===== config.mk =====
export PLATFORM = sky130hd
export DESIGN_NAME = torch_mode_controller_flat
export DESIGN_NICKNAME = d
export VERILOG_FILES = /design/src/tmc_pkg.sv /design/src/tmc_if.sv /design/src/tmc_regs.sv /design/src/tmc_core.sv /design/src/tmc_led_map.sv /design/src/torch_mode_controller.sv /design/src/flat_wrapper.sv
export SDC_FILE = /design/constraint.sdc
export NUM_CORES = 1
export LEC_CHECK = 0
export ABC_AREA = 1
export BUFFER_PORTS_ARGS = -buffer_cell sky130_fd_sc_hd__buf_2
export CAP_MARGIN = 20
export CELL_PAD_IN_SITES_DETAIL_PLACEMENT = 1
export CELL_PAD_IN_SITES_GLOBAL_PLACEMENT = 2
export CORE_MARGIN = 2
export CORE_UTILIZATION = 26
export DETAILED_ROUTE_END_ITERATION = 12
export GPL_TIMING_DRIVEN = 0
export HOLD_SLACK_MARGIN = 0.1
export MAX_ROUTING_LAYER = met4
export PLACE_DENSITY = 0.75
export RECOVER_POWER = 25
export SYNTH_ARGS = -nofsm -noshare
export SYNTH_HDL_FRONTEND = slang
export SYNTH_SLANG_ARGS = --single-unit

===== constraint.sdc =====
create_clock -name clk -period 3 [get_ports clk]
set_input_delay 0.6 -clock clk [delete_from_list [all_inputs] [get_ports clk]]
set_output_delay 0.6 -clock clk [all_outputs]
set_load 0.005 [all_outputs]

===== src/tmc_pkg.sv =====
// torch mode controller package: shared constants, register indexes, state and config types
// and the mode wrap and sos pattern functions. no dependencies.

package tmc_pkg;

  localparam int unsigned APB_ADDR_W = 4;
  localparam int unsigned APB_DATA_W = 32;

  localparam logic [1:0] REG_FUNC_COUNT   = 2'd0;
  localparam logic [1:0] REG_LED_COUNT    = 2'd1;
  localparam logic [1:0] REG_HOLD_TIMEOUT = 2'd2;

  localparam logic [2:0]  FUNC_COUNT_RESET   = 3'd5;
  localparam logic [1:0]  LED_COUNT_RESET    = 2'd3;
  localparam logic [15:0] HOLD_TIMEOUT_RESET = 16'd3000;

  localparam logic [2:0] MODE_OFF    = 3'd0;
  localparam logic [2:0] MODE_FULL   = 3'd1;
  localparam logic [2:0] MODE_DIM    = 3'd2;
  localparam logic [2:0] MODE_DIMMER = 3'd3;
  localparam logic [2:0] MODE_STROBE = 3'd4;
  localparam logic [2:0] MODE_SOS    = 3'd5;
  localparam logic [3:0] MODE_LIMIT  = 4'd6;

  localparam logic       KIND_TICK = 1'b0;
  localparam logic       KIND_JUMP = 1'b1;

  localparam logic [7:0]  SLOT_MS        = 8'd200;
  localparam logic [7:0]  STROBE_HALF_MS = 8'd100;
  localparam logic [4:0]  SOS_SLOTS      = 5'd22;
  localparam logic [7:0]  FULL_LEVEL     = 8'd255;
  localparam logic [7:0]  DIM_LEVEL      = 8'd180;
  localparam logic [7:0]  DIMMER_LEVEL   = 8'd120;
  localparam logic [15:0] HOLD_MAX       = 16'hffff;

  typedef struct packed {
    logic [2:0]  func_count;
    logic [1:0]  led_count;
    logic [15:0] hold_timeout;
  } tmc_cfg_t;

  typedef struct packed {
    logic [2:0]  mode;
    logic        button_prev;
    logic [15:0] hold_ms;
    logic [7:0]  ms_in_slot;
    logic [4:0]  sos_slot;
  } tmc_state_t;

  // anything at or past six, or above the configured count, falls back to off
  function automatic logic [2:0] wrap_mode(input logic [3:0] m, input logic [2:0] fc);
    logic [2:0] r;
    if (m >= MODE_LIMIT || m > {1'b0, fc}) begin
      r = MODE_OFF;
    end else begin
      r = m[2:0];
    end
    return r;
  endfunction

  function automatic logic sos_on(input logic [4:0] s);
    logic r;
    r = (s == 5'd0) || (s == 5'd2) || (s == 5'd4) ||
        (s >= 5'd8 && s <= 5'd10) || (s >= 5'd12 && s <= 5'd14) ||
        (s >= 5'd16 && s <= 5'd18);
    return r;
  endfunction

endpackage


===== src/tmc_if.sv =====
// valid/ready channel interfaces for the torch mode controller: command in, result out
// depends on nothing

interface tmc_cmd_if;
  logic       valid;
  logic       ready;
  logic       kind;
  logic       button_level;
  logic [2:0] mode_request;

  modport source (output valid, kind, button_level, mode_request, input ready);
  modport sink (input valid, kind, button_level, mode_request, output ready);
endinterface

interface tmc_res_if;
  logic       valid;
  logic       ready;
  logic [7:0] led1_level;
  logic [7:0] led2_level;
  logic [7:0] led3_level;
  logic [2:0] mode;

  modport source (output valid, led1_level, led2_level, led3_level, mode, input ready);
  modport sink (input valid, led1_level, led2_level, led3_level, mode, output ready);
endinterface


===== src/tmc_regs.sv =====
// apb configuration registers: function count, led count and hold timeout
// depends on tmc_pkg

module tmc_regs
  import tmc_pkg::*;
(
  input  logic                  clk,
  input  logic                  rst,
  input  logic                  psel,
  input  logic                  penable,
  input  logic                  pwrite,
  input  logic [APB_ADDR_W-1:0] paddr,
  input  logic [APB_DATA_W-1:0] pwdata,
  output logic [APB_DATA_W-1:0] prdata,
  output logic                  pready,
  output tmc_cfg_t              cfg
);

  tmc_cfg_t   regs;
  logic       wr_en;
  logic [1:0] reg_idx;

  assign pready  = 1'b1;
  assign wr_en   = psel && penable && pwrite;
  assign reg_idx = paddr[3:2];
  assign cfg     = regs;

  always_ff @(posedge clk) begin
    if (rst) begin
      regs.func_count   <= FUNC_COUNT_RESET;
      regs.led_count    <= LED_COUNT_RESET;
      regs.hold_timeout <= HOLD_TIMEOUT_RESET;
    end else if (wr_en) begin
      case (reg_idx)
        REG_FUNC_COUNT:   regs.func_count   <= pwdata[2:0];
        REG_LED_COUNT:    regs.led_count    <= pwdata[1:0];
        REG_HOLD_TIMEOUT: regs.hold_timeout <= pwdata[15:0];
        default: ;
      endcase
    end
  end

  always_comb begin
    case (reg_idx)
      REG_FUNC_COUNT:   prdata = {29'd0, regs.func_count};
      REG_LED_COUNT:    prdata = {30'd0, regs.led_count};
      REG_HOLD_TIMEOUT: prdata = {16'd0, regs.hold_timeout};
      default:          prdata = '0;
    endcase
  end

endmodule


===== src/tmc_core.sv =====
// mode state: slot timers, button edge detect, hold timer and mode advance
// depends on tmc_pkg

module tmc_core
  import tmc_pkg::*;
(
  input  logic       clk,
  input  logic       rst,
  input  logic       take,
  input  logic       kind,
  input  logic       button_level,
  input  logic [2:0] mode_request,
  input  tmc_cfg_t   cfg,
  output tmc_state_t state_next
);

  tmc_state_t state;
  logic [7:0]  ms_inc;
  logic [15:0] hold_inc;

  always_comb begin
    state_next = state;
    ms_inc     = state.ms_in_slot + 8'd1;
    hold_inc   = state.hold_ms;
    if (kind == KIND_JUMP) begin
      state_next.mode = wrap_mode({1'b0, mode_request}, cfg.func_count);
    end else begin
      if (ms_inc >= SLOT_MS) begin
        state_next.ms_in_slot = '0;
        state_next.sos_slot   = (state.sos_slot + 5'd1 >= SOS_SLOTS) ? '0 :
                                state.sos_slot + 5'd1;
      end else begin
        state_next.ms_in_slot = ms_inc;
      end
      // hold timer saturates rather than wrapping
      if (state.button_prev && state.hold_ms != HOLD_MAX) begin
        hold_inc = state.hold_ms + 16'd1;
      end
      state_next.hold_ms = hold_inc;
      if (button_level && !state.button_prev) begin
        state_next.hold_ms     = '0;
        state_next.button_prev = 1'b1;
      end else if (!button_level && state.button_prev) begin
        state_next.mode        = wrap_mode({1'b0, state.mode} + 4'd1, cfg.func_count);
        state_next.button_prev = 1'b0;
      end else if (state.button_prev && hold_inc > cfg.hold_timeout) begin
        state_next.mode = MODE_OFF;
      end
    end
  end

  always_ff @(posedge clk) begin
    if (rst) begin
      state <= '0;
    end else if (take) begin
      state <= state_next;
    end
  end

endmodule


===== src/tmc_led_map.sv =====
// per-mode led level mapping from the updated state and the fitted led count
// depends on tmc_pkg

module tmc_led_map
  import tmc_pkg::*;
(
  input  tmc_state_t st,
  input  logic [1:0] led_count,
  output logic [7:0] led1,
  output logic [7:0] led2,
  output logic [7:0] led3
);

  logic [1:0] leds;

  // zero leds behaves as one
  assign leds = (led_count == 2'd0) ? 2'd1 : led_count;

  always_comb begin
    led1 = '0;
    led2 = '0;
    led3 = '0;
    case (st.mode)
      MODE_FULL: led1 = FULL_LEVEL;
      MODE_DIM: begin
        if (leds == 2'd3) led2 = FULL_LEVEL;
        else              led1 = DIM_LEVEL;
      end
      MODE_DIMMER: begin
        if (leds == 2'd1)      led1 = DIMMER_LEVEL;
        else if (leds == 2'd2) led2 = FULL_LEVEL;
        else                   led3 = FULL_LEVEL;
      end
      MODE_STROBE: begin
        if (st.ms_in_slot >= STROBE_HALF_MS) led1 = FULL_LEVEL;
      end
      MODE_SOS: begin
        if (sos_on(st.sos_slot)) led1 = FULL_LEVEL;
      end
      default: ;
    endcase
  end

endmodule


===== src/torch_mode_controller.sv =====
// torch mode controller top level: apb registers, mode state, led mapping and result register
// depends on tmc_pkg, tmc_if, tmc_regs, tmc_core and tmc_led_map
//
// usage
//   cmd carries one transaction per millisecond tick (kind 0, button_level sampled)
//   or a jump to mode_request (kind 1). every command transaction gives exactly one
//   result transaction with the three led pwm levels and the current mode.
//   the apb port sets function count, led count and hold timeout; write it only while
//   no result is pending.
// result timing and throughput
//   the result is registered and valid in the cycle after the command is taken. one
//   command per cycle is accepted while result.ready is high (single result register).
// reset
//   rst (synchronous) returns to mode off, button released, timers at zero and the
//   registers to function count 5, led count 3, hold timeout 3000. no result is pending.
// stalls
//   while result.ready is low with a result held, cmd.ready drops; a new command is
//   taken in the same cycle that the held result leaves.

module torch_mode_controller
  import tmc_pkg::*;
(
  input  logic                  clk,
  input  logic                  rst,
  tmc_cmd_if.sink               cmd,
  tmc_res_if.source             result,
  input  logic                  psel,
  input  logic                  penable,
  input  logic                  pwrite,
  input  logic [APB_ADDR_W-1:0] paddr,
  input  logic [APB_DATA_W-1:0] pwdata,
  output logic [APB_DATA_W-1:0] prdata,
  output logic                  pready
);

  tmc_cfg_t   cfg;
  tmc_state_t state_next;
  logic       take;
  logic       res_valid;
  logic [7:0] led1;
  logic [7:0] led2;
  logic [7:0] led3;
  logic [7:0] led1_q;
  logic [7:0] led2_q;
  logic [7:0] led3_q;
  logic [2:0] mode_q;

  assign cmd.ready = !res_valid || result.ready;
  assign take      = cmd.valid && cmd.ready;

  tmc_regs u_regs (
    .clk     (clk),
    .rst     (rst),
    .psel    (psel),
    .penable (penable),
    .pwrite  (pwrite),
    .paddr   (paddr),
    .pwdata  (pwdata),
    .prdata  (prdata),
    .pready  (pready),
    .cfg     (cfg)
  );

  tmc_core u_core (
    .clk          (clk),
    .rst          (rst),
    .take         (take),
    .kind         (cmd.kind),
    .button_level (cmd.button_level),
    .mode_request (cmd.mode_request),
    .cfg          (cfg),
    .state_next   (state_next)
  );

  tmc_led_map u_led_map (
    .st        (state_next),
    .led_count (cfg.led_count),
    .led1      (led1),
    .led2      (led2),
    .led3      (led3)
  );

  always_ff @(posedge clk) begin
    if (rst) begin
      res_valid <= 1'b0;
    end else if (take) begin
      res_valid <= 1'b1;
    end else if (result.ready) begin
      res_valid <= 1'b0;
    end
  end

  always_ff @(posedge clk) begin
    if (take) begin
      led1_q <= led1;
      led2_q <= led2;
      led3_q <= led3;
      mode_q <= state_next.mode;
    end
  end

  assign result.valid      = res_valid;
  assign result.led1_level = led1_q;
  assign result.led2_level = led2_q;
  assign result.led3_level = led3_q;
  assign result.mode       = mode_q;

endmodule

===== src/flat_wrapper.sv =====
// flat-port wrapper written by rule: the top's interface ports become plain ports
module torch_mode_controller_flat import tmc_pkg::*;
  (clk, rst, psel, penable, pwrite, paddr, pwdata, prdata, pready, cmd_valid, cmd_kind, cmd_button_level, cmd_mode_request, cmd_ready, result_valid, result_led1_level, result_led2_level, result_led3_level, result_mode, result_ready);
  tmc_cmd_if cmd_i ();
  tmc_res_if result_i ();
  input  logic clk;
  input  logic rst;
  input  logic psel;
  input  logic penable;
  input  logic pwrite;
  input  logic [APB_ADDR_W-1:0] paddr;
  input  logic [APB_DATA_W-1:0] pwdata;
  output logic [APB_DATA_W-1:0] prdata;
  output logic pready;
  input wire logic [$bits(cmd_i.valid)-1:0] cmd_valid;
  input wire logic [$bits(cmd_i.kind)-1:0] cmd_kind;
  input wire logic [$bits(cmd_i.button_level)-1:0] cmd_button_level;
  input wire logic [$bits(cmd_i.mode_request)-1:0] cmd_mode_request;
  output wire logic [$bits(cmd_i.ready)-1:0] cmd_ready;
  output wire logic [$bits(result_i.valid)-1:0] result_valid;
  output wire logic [$bits(result_i.led1_level)-1:0] result_led1_level;
  output wire logic [$bits(result_i.led2_level)-1:0] result_led2_level;
  output wire logic [$bits(result_i.led3_level)-1:0] result_led3_level;
  output wire logic [$bits(result_i.mode)-1:0] result_mode;
  input wire logic [$bits(result_i.ready)-1:0] result_ready;
  assign cmd_i.valid = cmd_valid;
  assign cmd_i.kind = cmd_kind;
  assign cmd_i.button_level = cmd_button_level;
  assign cmd_i.mode_request = cmd_mode_request;
  assign cmd_ready = cmd_i.ready;
  assign result_valid = result_i.valid;
  assign result_led1_level = result_i.led1_level;
  assign result_led2_level = result_i.led2_level;
  assign result_led3_level = result_i.led3_level;
  assign result_mode = result_i.mode;
  assign result_i.ready = result_ready;
  torch_mode_controller u_core (.clk(clk), .rst(rst), .cmd(cmd_i), .result(result_i), .psel(psel), .penable(penable), .pwrite(pwrite), .paddr(paddr), .pwdata(pwdata), .prdata(prdata), .pready(pready));
endmodule

==> After elaboration in Yosys (flattened, before gate mapping) <==
Cells that the tools add are included.
{ "word_totals": {"mem_count": 0, "latch_bits": 0, "rom_bits": 0, "mem_bits_rw": 0, "register_bits": 82, "elab_cells": 107, "output_inout_bits": 62, "in_bits": 48} }
{ "op_classes": {"n_lt_le_gt_ge": 14, "multipliers": 0, "n_div": 0, "addsub": 4, "muxes": 29, "shift": 0, "n_reduce_logical": 32, "n_bitwise": 2, "n_eq_ne": 13} }
{ "op_table": {"columns": ["operator", "count"], "rows": [
  ["$mux W8", 8],
  ["$mux W16", 3],
  ["$pmux W16 S3", 1],
  ["$pmux W8 S5", 1],
  ["$mux W3", 6],
  ["$add A16 B1 Y16 const B", 1],
  ["$gt A16 B16 Y1", 1],
  ["$ne A16 B16 Y1 const B", 1],
  ["$pmux W8 S2", 1],
  ["$mux W13", 1],
  ["$ge A5 B4 Y1 const B", 2],
  ["$ge A5 B5 Y1 const B", 2],
  ["$le A5 B4 Y1 const B", 2],
  ["$logic_and A1 B1 Y1", 10],
  ["$mux W5", 2],
  ["$add A8 B1 Y8 const B", 1],
  ["$ge A8 B7 Y1 const B", 1],
  ["$ge A8 B8 Y1 const B", 1],
  ["$logic_or A1 B1 Y1", 8],
  ["$reduce_and A2 Y1", 4],
  ["$mux W7", 1],
  ["$eq A2 B2 Y1 const B", 3],
  ["$eq A3 B2 Y1 const B", 2],
  ["$eq A3 B3 Y1 const B", 2],
  ["20 further kinds", 29]
]} }

==> Logic depth before layout (Yosys ltp) <==
{ "depth": {"word_depth": 13, "mapped_depth": 32, "depth_no_buf": 32} }

==> Hierarchy <==
Synthesis repeated with hierarchy kept, for this count alone.
{ "unflattened": {"hier_cells": 833, "hier_area_um2": 5619.1} }
{ "by_module_without_submodules": {"columns": ["module", "seq_area_each_um2", "cells_each", "n_inst", "area_per_inst_um2"], "rows": [
  ["tmc_core", 660.6, 558, 1, 3293.2],
  ["tmc_regs", 420.4, 180, 1, 1147.4],
  ["torch_mode_controller", 830.8, 33, 1, 858.3],
  ["tmc_led_map", 0.0, 62, 1, 320.3]
]} }

==> Worst setup path after synthesis <==
OpenSTA, ideal clock, no wires.
{ "synth_timing": {"path_type": "register to register", "startpoint": "register u_core.u_core.state[13] in the netlist's numbering", "endpoint": "register u_core.led1_q[5], in the netlist u_core.result.led1_level[5] (data pin)", "required_ps": 2740, "stages_incl_launch_ff": 26, "period_less_slack_ps": 3111, "path_slack_ps": -111, "n_path_buf": 1, "arrival_time_ps": 2851, "path_cell_list": "dfxtp_1 > ha_1 > nand2_2 > nor2_1 > nand3_2 > nor2_2 > nand3_2 > nand2_4 > inv_4 > buf_6 > o21ai_1 > inv_2 > ha_1 > nand2_1 > nor2_1 > nand2_1 > inv_1 > nand2_1 > nand2_1 > nand2_1 > nand3_1 > nand2_1 > a21boi_1 > nor2_1 > nand3b_1 > nand3_1"} }
{ "synth_between": {"elab_chain_cells": 12, "elab_cells_between_ends": 17, "classes_between": "add/sub (1); order compare (1); eq/ne (6); mux (7); reduce/logical (2)"} }
{ "synth_lines": {"columns": ["element", "line_no", "text"], "rows": [
  ["start, declared", "tmc_core.sv:17", "tmc_state_t state;"],
  ["start signal, assigned", "tmc_core.sv:56", "state <= state_next;"],
  ["parallel branches: the longest is 2 deep, another holds $add A16 B1 Y16", null, null],
  ["$mux W16 *", "tmc_core.sv:36", "if (state.button_prev && state.hold_ms != HOLD_MAX) begin"],
  ["$mux W16 *", "tmc_core.sv:25", "if (kind == KIND_JUMP) begin"],
  ["$gt A16 B16 Y1 *", "tmc_core.sv:46", "end else if (state.button_prev && hold_inc > cfg.hold_timeout) begin"],
  ["$logic_and A1 B1 Y1 *", "tmc_core.sv:46", null],
  ["$mux W3 *", "tmc_core.sv:46", null],
  ["$mux W3 *", "tmc_core.sv:43", "end else if (!button_level && state.button_prev) begin"],
  ["$mux W3 *", "tmc_core.sv:40", "if (button_level && !state.button_prev) begin"],
  ["$mux W3 *", "tmc_core.sv:25", null],
  ["$eq A3 B3 Y1 (tied with other cells)", "tmc_led_map.sv:23", "case (st.mode)"],
  ["$pmux W8 S5 *", "tmc_led_map.sv:23", null],
  ["end signal, assigned", "torch_mode_controller.sv:95", "led1_q <= led1;"],
  ["end, declared", "torch_mode_controller.sv:43", "logic [7:0] led1_q;"]
]} }
Mark *: on every way between the ends. The select of a mux whose other input is x is not followed.
A chain may end at the register's enable or synchronous reset.

==> results.json <==
{
  "ir_drop_mv": 0.268,
  "min_period_over_period_pct": 111,
  "die_h_um": 136,
  "syn_to_final_growth_pct": 31.6,
  "worstHoldPathCells": 3,
  "dieArea_um2": 18600,
  "grt_max_degree": 17,
  "numCtsBuffers": 9,
  "r2r_setup_slack_ns": -0.32,
  "rsz0062_at_grt": "yes",
  "drt-total-wl_mm": 14.4,
  "syn_area_per_cell_um2": 6.81,
  "tightest_slew_ns": 0.655,
  "clkSlewWorstSetupHoldPaths_ns": 0.06,
  "timing.final.ws_setup_ns": -0.321,
  "cp.arrival_ns": 3.41,
  "gp_congestion": 0.816,
  "num_vias": 4622,
  "ff2ff_path_depth": 26,
  "async_flop_share_pct": 0,
  "drtIter0Drc": 144,
  "cts_buffer_depth": 2,
  "muxShareOfSynthArea_pct": 0,
  "h-tree-depth": 3,
  "final_common_cell": "nand2_1",
  "wl_per_cell_um": 14.2,
  "diodes": 0,
  "synth_edf_count": 9,
  "worstHoldPathType": "in -> reg",
  "drt_pass1_iterations": 4,
  "synthAdderAreaFrac_pct": 8.24,
  "whs_endpoint": "u_core.u_regs.cfg[4]",
  "crit_path_start_kind": "flip-flop",
  "outcome": "finished, violations left",
  "synth_area_um2": 4550,
  "holdWs_ns": 0.476,
  "synth-simple-area-share_pct": 28.4,
  "ys_ff_latch": 64,
  "reg2reg_from": "u_core.u_core.state[14]",
  "clk_latency_ns": 0.34,
  "grt_overflow": 0,
  "die_w_um": 136,
  "portBuffers": 73,
  "r2r_end": "u_core.result.led1_level[5]",
  "synth_cell_types": 45,
  "end_kind": "flip-flop",
  "hp-start": "pwdata[4]",
  "most-common-layout-cells": "161 x nand2_1, 91 x inv_1, 65 x buf_2",
  "hold_viol_final": 0,
  "cts_tree": "built",
  "drv_slew": 0,
  "period_needed_ns": 3.32,
  "seq_area_frac_synth_pct": 30.1,
  "grt_antenna_before_repair": 0,
  "grt_pass1_wl_mm": 23.1,
  "fmaxAchievable_mhz": 301,
  "ant_nets": 0,
  "synth-xor-area-share_pct": 2.86,
  "violations": "setup timing",
  "place_inst": 982,
  "ios": 110,
  "fin_skew_ns": 0.00777,
  "synthCells": 669,
  "grt_usage_pct": 16.3,
  "cp_common_cell": "nand2_1",
  "cp_slowest_cell": "dfxtp_4",
  "leakage_uw": 0.00292,
  "nNetsFinal": 868,
  "crit_type": "reg -> reg",
  "worstPathRequired_ns": 3.09,
  "setup_viol_count_final": 11,
  "yosysWarningCount": 0,
  "vias_per_cell": 4.53,
  "max_slew_margin_pct": 56.4,
  "cts_root_buf": "clkbuf_16",
  "powerDensity_nw_per_um2": 389,
  "cap_violations": 0,
  "fin_cells": 1020,
  "n_fill_cell": 2190,
  "clkSinkCount": 64,
  "initial_core_util_pct": 26.4,
  "synth-main-ff-cell": "dfxtp_1",
  "synth_compound_area_share_pct": 14.2,
  "critPathMaxStageDelay_ns": 0.37,
  "critPathMaxFanout": 5,
  "drcViolationCount": 0,
  "core_region_area_um2": 17200,
  "rows": 48,
  "drive_gt1_share_pct": 28.7,
  "postCtsHoldBufs": 0,
  "synth_top_family_by_area": "simple AND/OR/NAND/NOR gates",
  "dp_hpwl_mm": 11.0,
  "first_global_vias": 4760
}
[final cells by class]
type / count / area, um^2 / share of cell area [%]
clock buffers: 12 / 246 / 4.11
clock inverters: 4 / 20.0 / 0.334
repair buffers: 95 / 528 / 8.81
multi-input cells: 467 / 2780 / 46.4
plain buffers: 51 / 348 / 5.80
well taps: 225 / 282 / 4.70
flip-flops and latches: 64 / 1400 / 23.3
inverters: 102 / 390 / 6.51
[synthesized netlist by cell type (all sizes together) (3+ instances only)]
library cell | n | share of area, %
o211ai | 12 | 2.0
edfxtp | 9 | 5.9
o21ai | 34 | 3.9
nand3 | 35 | 4.6
inv | 101 | 8.4
dfxtp | 55 | 24
ha | 30 | 8.2
nand4 | 8 | 1.1
a21oi | 57 | 6.9
buf | 37 | 6.2
xnor2 | 3 | 0.58
xor2 | 11 | 2.3
nor2 | 53 | 4.6
nand2 | 183 | 16
nand3b | 5 | 0.82
clkbuf | 14 | 1.4
nor3 | 7 | 1.0
[power breakdown]
group	internal [uW]	total, uW	switching [uW]
Clock	576	973	397
Sequential	902	932	29.6
Combinational	182	430	248
[worst max-delay path by stage]
stage | start | end | slack (ns) | depth (start not counted)
global route | u_core.u_core.state[21] | u_core.result.led1_level[5] | -0.57 | 26
global placement | u_core.u_core.state[14] | u_core.result.led1_level[5] | -0.61 | 25
detailed placement | u_core.u_core.state[14] | u_core.result.led1_level[5] | -0.67 | 25
CTS | u_core.u_core.state[14] | u_core.result.led1_level[5] | -0.26 | 27
finish | u_core.u_core.state[14] | u_core.result.led1_level[5] | -0.32 | 26
floorplan | u_core.u_core.state[13] | u_core.result.led1_level[5] | 0.01 | 27
[timing repair]
| action | CTS | global route |
|---|---|---|
| resized for setup | 49 | 31 |
| hold endpoints to repair | 0 | 0 |
| cloned | 0 | 0 |
| buffers inserted | 13 | 9 |
| setup endpoints to repair | 12 | 12 |
| pin swaps | 19 | 24 |
[per-layer routing]
metal / vias to the layer above / share of wire [%] / GRT usage [%]
met5: - / 0 / -
met4: 0 / 1.7 / 4.69
met3: 17 / 3.4 / 2.87
met2: 83 / 52 / 28.9
met1: 2188 / 43 / 18.8
li1: 2334 / - / -
[cell families (layout without fill, tap and decap cells)]
family,Yosys count,after routing
compound gates,111,111
xor+xnor,14,14
fa+ha+maj,30,30
buf+inv,153,264
flops,64,64
other cells,2,17
simple gates,295,295
[critical path, delay by kind of cell, from the launching register on]
kind          cells  cell delay (ns)
xor+xnor          1             0.20
fa+ha+maj         2             0.45
simple gates     21             1.86
flops             1             0.37
buf+inv           2             0.17
[sequential cells by signal (all words and copies together) (netlist names)]
register                  count
u_core.result.led1_level      4
u_core.result.led2_level      1
u_core.result.led3_level      1
u_core.result.mode            3
u_core.result.valid           1
u_core.u_core.state          33
u_core.u_regs.cfg            21
[through the flow]
| step | util [%] | setup WS, ns | TNS (ns) | power (uW) | cell area, um^2 |
|---|---|---|---|---|---|
| 6_report | 34.8 | -0.321 | -1.80 | 2330 | 6000 |
| 2_1_floorplan | - | 0.0122 | 0 | 1210 | 4630 |
| 3_5_place_dp | 30.6 | -0.671 | -5.91 | 1350 | 5270 |
| 3_3_place_gp | 30.6 | -0.605 | -5.18 | 1340 | 5270 |
| 4_1_cts | 33.7 | -0.260 | -1.54 | 2350 | 5820 |
| 5_1_grt | 34.8 | -0.567 | -4.67 | 2470 | 6000 |
(Power assumes the default switching activity.)
